[config.mk]
export PLATFORM = sky130hd
export DESIGN_NAME = q2e_isqrt
export DESIGN_NICKNAME = d
export VERILOG_FILES = /design/src/hdl/quaternion_to_euler_defines.svh /design/src/hdl/q2e_pkg.sv /design/src/hdl/q2e_isqrt.sv
export SDC_FILE = /design/constraint.sdc
export NUM_CORES = 2
export LEC_CHECK = 0
export BUFFER_PORTS_ARGS = -buffer_cell sky130_fd_sc_hd__clkbuf_2
export CAP_MARGIN = 30
export CORE_MARGIN = 8
export CORE_UTILIZATION = 35
export DETAILED_ROUTE_END_ITERATION = 7
export HOLD_SLACK_MARGIN = 0.08
export PLACE_DENSITY = 0.51
export RECOVER_POWER = 100
export SYNTH_ARGS = -nofsm -noshare
export SYNTH_HDL_FRONTEND = slang
export SYNTH_SLANG_ARGS = --single-unit
[constraint.sdc]
create_clock -name clk_i -period 4.5 [get_ports clk_i]
set_clock_uncertainty 0.1 [all_clocks]
set_input_delay 0.675 -clock clk_i [delete_from_list [all_inputs] [get_ports clk_i]]
set_output_delay 0.675 -clock clk_i [all_outputs]
set_load 0.01 [all_outputs]
[src/hdl/quaternion_to_euler_defines.svh]
// ----------------------------------------------------------------------------
// quaternion_to_euler assertion macros
// shared property wrappers, clocked on clk_i and held off while rst_ni is low
// ----------------------------------------------------------------------------
`ifndef QUATERNION_TO_EULER_DEFINES_SVH
`define QUATERNION_TO_EULER_DEFINES_SVH

`ifndef SYNTHESIS
// same-cycle implication
`define Q2E_ASSERT_IMPL(lbl, ante, cons) \
  lbl: assert property (@(posedge clk_i) disable iff (!rst_ni) (ante) |-> (cons)) \
    else $error("same-cycle check failed");
// next-cycle implication
`define Q2E_ASSERT_NEXT(lbl, ante, cons) \
  lbl: assert property (@(posedge clk_i) disable iff (!rst_ni) (ante) |=> (cons)) \
    else $error("next-cycle check failed");
`else
`define Q2E_ASSERT_IMPL(lbl, ante, cons)
`define Q2E_ASSERT_NEXT(lbl, ante, cons)
`endif

`endif

[src/hdl/q2e_pkg.sv]
// ----------------------------------------------------------------------------
// q2e_pkg
// widths, fixed-point constants and the arctangent table
// ----------------------------------------------------------------------------
`timescale 1ns / 1ps
package q2e_pkg;

  localparam int QUAT_W     = 16;
  localparam int QUAT_FRAC  = 14;
  localparam int ANGLE_FRAC = 4;
  localparam int ACC_FRAC   = 16;
  localparam int SUM_W      = 2 * QUAT_W + 2;      // 2*(a*b + c*d)
  localparam int CORDIC_W   = SUM_W + 3;           // room for gain and negation
  localparam int Z_W        = 27;                  // degrees, ACC_FRAC fraction bits
  localparam int ROOT_W     = 2 * QUAT_FRAC + 1;
  localparam int RAD_W      = 4 * QUAT_FRAC + 1;
  localparam int TABLE_LEN  = 24;
  localparam int ROLL_W     = 13;
  localparam int PITCH_W    = 12;
  localparam int HEAD_W     = 13;

  // atan(2^-i) in degrees, 16 fraction bits
  function automatic logic signed [Z_W-1:0] atan_deg(input int i);
    logic signed [Z_W-1:0] v;
    unique case (i)
      0:  v = Z_W'(2949120);
      1:  v = Z_W'(1740967);
      2:  v = Z_W'(919879);
      3:  v = Z_W'(466945);
      4:  v = Z_W'(234379);
      5:  v = Z_W'(117304);
      6:  v = Z_W'(58666);
      7:  v = Z_W'(29335);
      8:  v = Z_W'(14668);
      9:  v = Z_W'(7334);
      10: v = Z_W'(3667);
      11: v = Z_W'(1833);
      12: v = Z_W'(917);
      13: v = Z_W'(458);
      14: v = Z_W'(229);
      15: v = Z_W'(115);
      16: v = Z_W'(57);
      17: v = Z_W'(29);
      18: v = Z_W'(14);
      19: v = Z_W'(7);
      20: v = Z_W'(4);
      21: v = Z_W'(2);
      22: v = Z_W'(1);
      default: v = '0;
    endcase
    return v;
  endfunction

endpackage

[src/hdl/q2e_isqrt.sv]
// ----------------------------------------------------------------------------
// q2e_isqrt
// pipelined floor square root, one root bit per stage, with a side channel
// ----------------------------------------------------------------------------
`timescale 1ns / 1ps
module q2e_isqrt #(
  parameter int SIDE_W = 36
) (
  input  logic                       clk_i,
  input  logic                       en_i,
  input  logic [q2e_pkg::RAD_W-1:0]  rad_i,
  input  logic [SIDE_W-1:0]          side_i,
  output logic [q2e_pkg::ROOT_W-1:0] root_o,
  output logic [SIDE_W-1:0]          side_o
);
  import q2e_pkg::*;

  logic [RAD_W-1:0]  rem_s  [0:ROOT_W];
  logic [ROOT_W-1:0] root_s [0:ROOT_W];
  logic [SIDE_W-1:0] side_s [0:ROOT_W];

  assign rem_s[0]  = rad_i;
  assign root_s[0] = '0;
  assign side_s[0] = side_i;

  for (genvar j = 0; j < ROOT_W; j++) begin : g_bit
    localparam int K = ROOT_W - 1 - j;
    logic [RAD_W:0]    trial;
    logic [RAD_W-1:0]  rem_q;
    logic [ROOT_W-1:0] root_q;
    logic [SIDE_W-1:0] side_q;

    // (q + 2^k)^2 - q^2
    assign trial = ((RAD_W + 1)'(root_s[j]) << (K + 1)) + ((RAD_W + 1)'(1) << (2 * K));

    always_ff @(posedge clk_i) begin
      if (en_i) begin
        side_q <= side_s[j];
        if ({1'b0, rem_s[j]} >= trial) begin
          rem_q  <= rem_s[j] - trial[RAD_W-1:0];
          root_q <= root_s[j] | (ROOT_W'(1) << K);
        end else begin
          rem_q  <= rem_s[j];
          root_q <= root_s[j];
        end
      end
    end

    assign rem_s[j+1]  = rem_q;
    assign root_s[j+1] = root_q;
    assign side_s[j+1] = side_q;
  end

  assign root_o = root_s[ROOT_W];
  assign side_o = side_s[ROOT_W];

endmodule

==> out/summary.txt <==
Crit path DAT - 4.75 ns
Worst-path clk slew - 0.06 ns
Max-cap viol count - 4
Max-slew violation count - 405
Placed inst area - 136000 um^2
CTS Buf Count - 339
Drt pass-1 iters - 6
Synthesized instance count - 8732
Via count - 72107
Row count - 222
Net Switching - 21.37 mW
Reg2reg path depth - 8
Dominant cells by area after synthesis - edfxtp_1 72%, ha_1 4.5%, xnor2_1 2.3%
Max transition margin - -56.64%
Dpl ws - 0.4168 ns
Syn. warnings - 0
Routed WL per cell - 20.87 um
Final worst slack - 0.2368 ns
Post-synth top area share - 71.95%
Flop pwr share - 48.5%
Worst slew pin tran - 2.350 ns
Crit path to - g_bit[23].rem_q[34]
Internal power - 56.69 mW
Clock Tree Buf Depth - 4
Sum Neg Setup Slack - 0 ns
Synth top cells by count - 3075 x edfxtp_1, 584 x inv_1, 510 x nand2_1
Area Growth Syn to Fin - 15.02%
Clk root buf - clkbuf_16
Number of port buffers - 159
Cell Area, Synth - 128300 um^2
Critical Path Source - g_bit[22].rem_q[36]
Routed Antenna Nets - 0
GP Congestion - 0.9455
Hold_ws - 0.2820 ns
Storage element area - 92340 um^2
Post-synthesis sequential area ratio - 71.95%
Post-CTS setup buffers - 0
CTS tree - yes
HPWL after detailed placement - 219.6 mm
Final setup fails - 0
Reg2reg start - g_bit[22].rem_q[36]
Leak - 53.41 nW
Syn nets - 9288
Area of the multi-input gates - 33190 um^2
First-pass GRT wire length - 449.9 mm
Final-stage net count - 9862
R2R Setup Slk - 0.24 ns
Clock latency on the worst-skew pair - 0.91 ns
DRC - 0
Via-to-Cell Ratio - 4.998
Vias in the first global route - 72061
DR iter-0 viols - 5863
Post-route minimum period - 4.263 ns
CTS Sinks - 3075
Failing checks - capacitance limit, slew limit
Total power - 78.06 mW
Hold Path Class - flip-flop to flip-flop
Syn avg cell area - 14.70 um^2
Layout cells sized above 1 - 7.851%
Reg2reg end - g_bit[23].rem_q[34]
P per Cell Area - 528.8 nW/um^2
Critical Path RT - 4.99 ns
Most common cell in the netlist - edfxtp_1
Die Area - 386300 um^2
Peak supply drop - 314.1 uV
GR Util All Layers - 14.91%
Post-layout util - 40.41%
Initial antenna violation count - 12
Comb power frac - 15.8%
Fmax - 234.6 MHz
Synth cell types - 90
Total Wirelength - 301.1 mm
Worst Setup Start Kind - flip-flop
Dpl cells - 13686
Final Hold Fails - 0
Final instance area - 147600 um^2
RSZ-0062 raised after global routing - false
H-tree depth - 5
Status - finished, violations left
Synth async-reset ratio - 0%
Post-synth EDFFs - 3075
Nature of the critical path endpoint - flip-flop
# IOs - 160
Post-CTS Hold Fix Bufs - 94
Sw frac - 27.38%
Chip width - 621.5 um
Filler instances - 33332
Clock power frac - 35.7%
Critical-path maximum fanout - 14
Die Y - 621.5 um
Largest net degree at the start of global routing - 167
Placeable Area - 365300 um^2
Area leader, netlist - edfxtp_1
Gr ovfl total - 0
Period Utilization, post-route - 94.74%
Initial Util - 35.14%
Fin cells - 14427
Worst setup path class - flip-flop to flip-flop
Number of synthesized register bits - 3075
Most common flop cell mapped by yosys - edfxtp_1
Post-cts resize count - 0
how the worst min path moves through the flow:
stage | from | to | slack (ns) | cells after the start
final | g_bit[4].side_q[8] | g_bit[5].side_q[8] | 0.28 | 0
after global routing | g_bit[15].side_q[0] | g_bit[16].side_q[0] | 0.29 | 0
after CTS | side_i[21] | g_bit[0].side_q[21] | 0.26 | 2
after detailed placement | g_bit[9].side_q[12] | g_bit[10].side_q[12] | 0.30 | 0
after global placement | g_bit[22].side_q[25] | g_bit[23].side_q[25] | 0.30 | 0
after floorplan | g_bit[9].side_q[0] | g_bit[10].side_q[0] | 0.30 | 0
state kept, by name, indices dropped and copies added, names as in the netlist:
signal,count
root_o,29
g_bit.root_q,406
g_bit.side_q,1008
side_o,36
g_bit.rem_q,1596
routing by layer:
layer  up-vias  track usage [%]  part of all wire, %  wire length (um)
li1      34279                -                    -                 -
met1     35492            19.26                   43            130700
met2      1766            25.33                   48            144000
met3       570            1.951                  4.2             12780
met4         0            6.155                  4.5             13580
met5         -                0                    0                 0
layout make-up:
class,instances,area share (%)
Sequential cell,3075,62.55
Multi-Input combinational cell,4911,22.48
Clock buffer,391,5.908
Tap cell,4816,4.082
Timing Repair Buffer,393,1.723
Clock inverter,223,1.704
Inverter,586,1.490
Antenna cell,32,0.05425
kinds of logic after synthesis:
group | synth area share, %
buffers and inverters | 2.200
other | 0.002922
multiplexers | 0.6298
adder cells (fa/ha/maj) | 4.500
XOR/XNOR | 4.675
AND/OR/NAND/NOR | 8.925
flip-flops | 71.95
AO/OA/AOI/OAI | 7.117
critical path: stages, from the launching register on:
cell and delay, ns:
edfxtp_1 0.49, or3_1 0.48, nor4_1 0.61, nand2b_1 0.42, nor3_1 0.33, nand4_1 0.14
a41oi_1 0.50, clkbuf_1 0.63, o21ai_0 0.26
placed cells by master, fill, tap and decap left out, drive strengths merged, types with 49 or more instances in the layout:
| cell type | netlist | layout |
|---|---|---|
| inv | 586 | 597 |
| a21o | 169 | 169 |
| o21ai | 368 | 368 |
| buf | 25 | 61 |
| nand2b | 94 | 94 |
| or3 | 80 | 80 |
| clkinv | 0 | 160 |
| nand4 | 103 | 103 |
| nor4 | 262 | 262 |
| nand2 | 510 | 510 |
| dlygate4sd3 | 0 | 94 |
| mux2 | 62 | 62 |
| ha | 460 | 460 |
| clkbuf | 135 | 629 |
| a21oi | 463 | 463 |
| nor2b | 58 | 58 |
| xor2 | 341 | 341 |
| nand3 | 129 | 129 |
| o21a | 82 | 82 |
| nor2 | 481 | 481 |
| xnor2 | 344 | 344 |
| o21bai | 49 | 49 |
| nor3 | 215 | 215 |
| edfxtp | 3075 | 3075 |
| or4 | 60 | 60 |
power by group through the flow:
stage,clock network [mW],logic (mW),registers [mW]
after floorplan,0,8.46,37.1
after global placement,0,12.3,38.4
after detailed placement,0,12.4,38.4
after CTS,28.8,12.5,37.9
after global routing,29.8,13.6,38.2
final,27.9,12.3,37.9
Power figures use the tool's default switching activity.
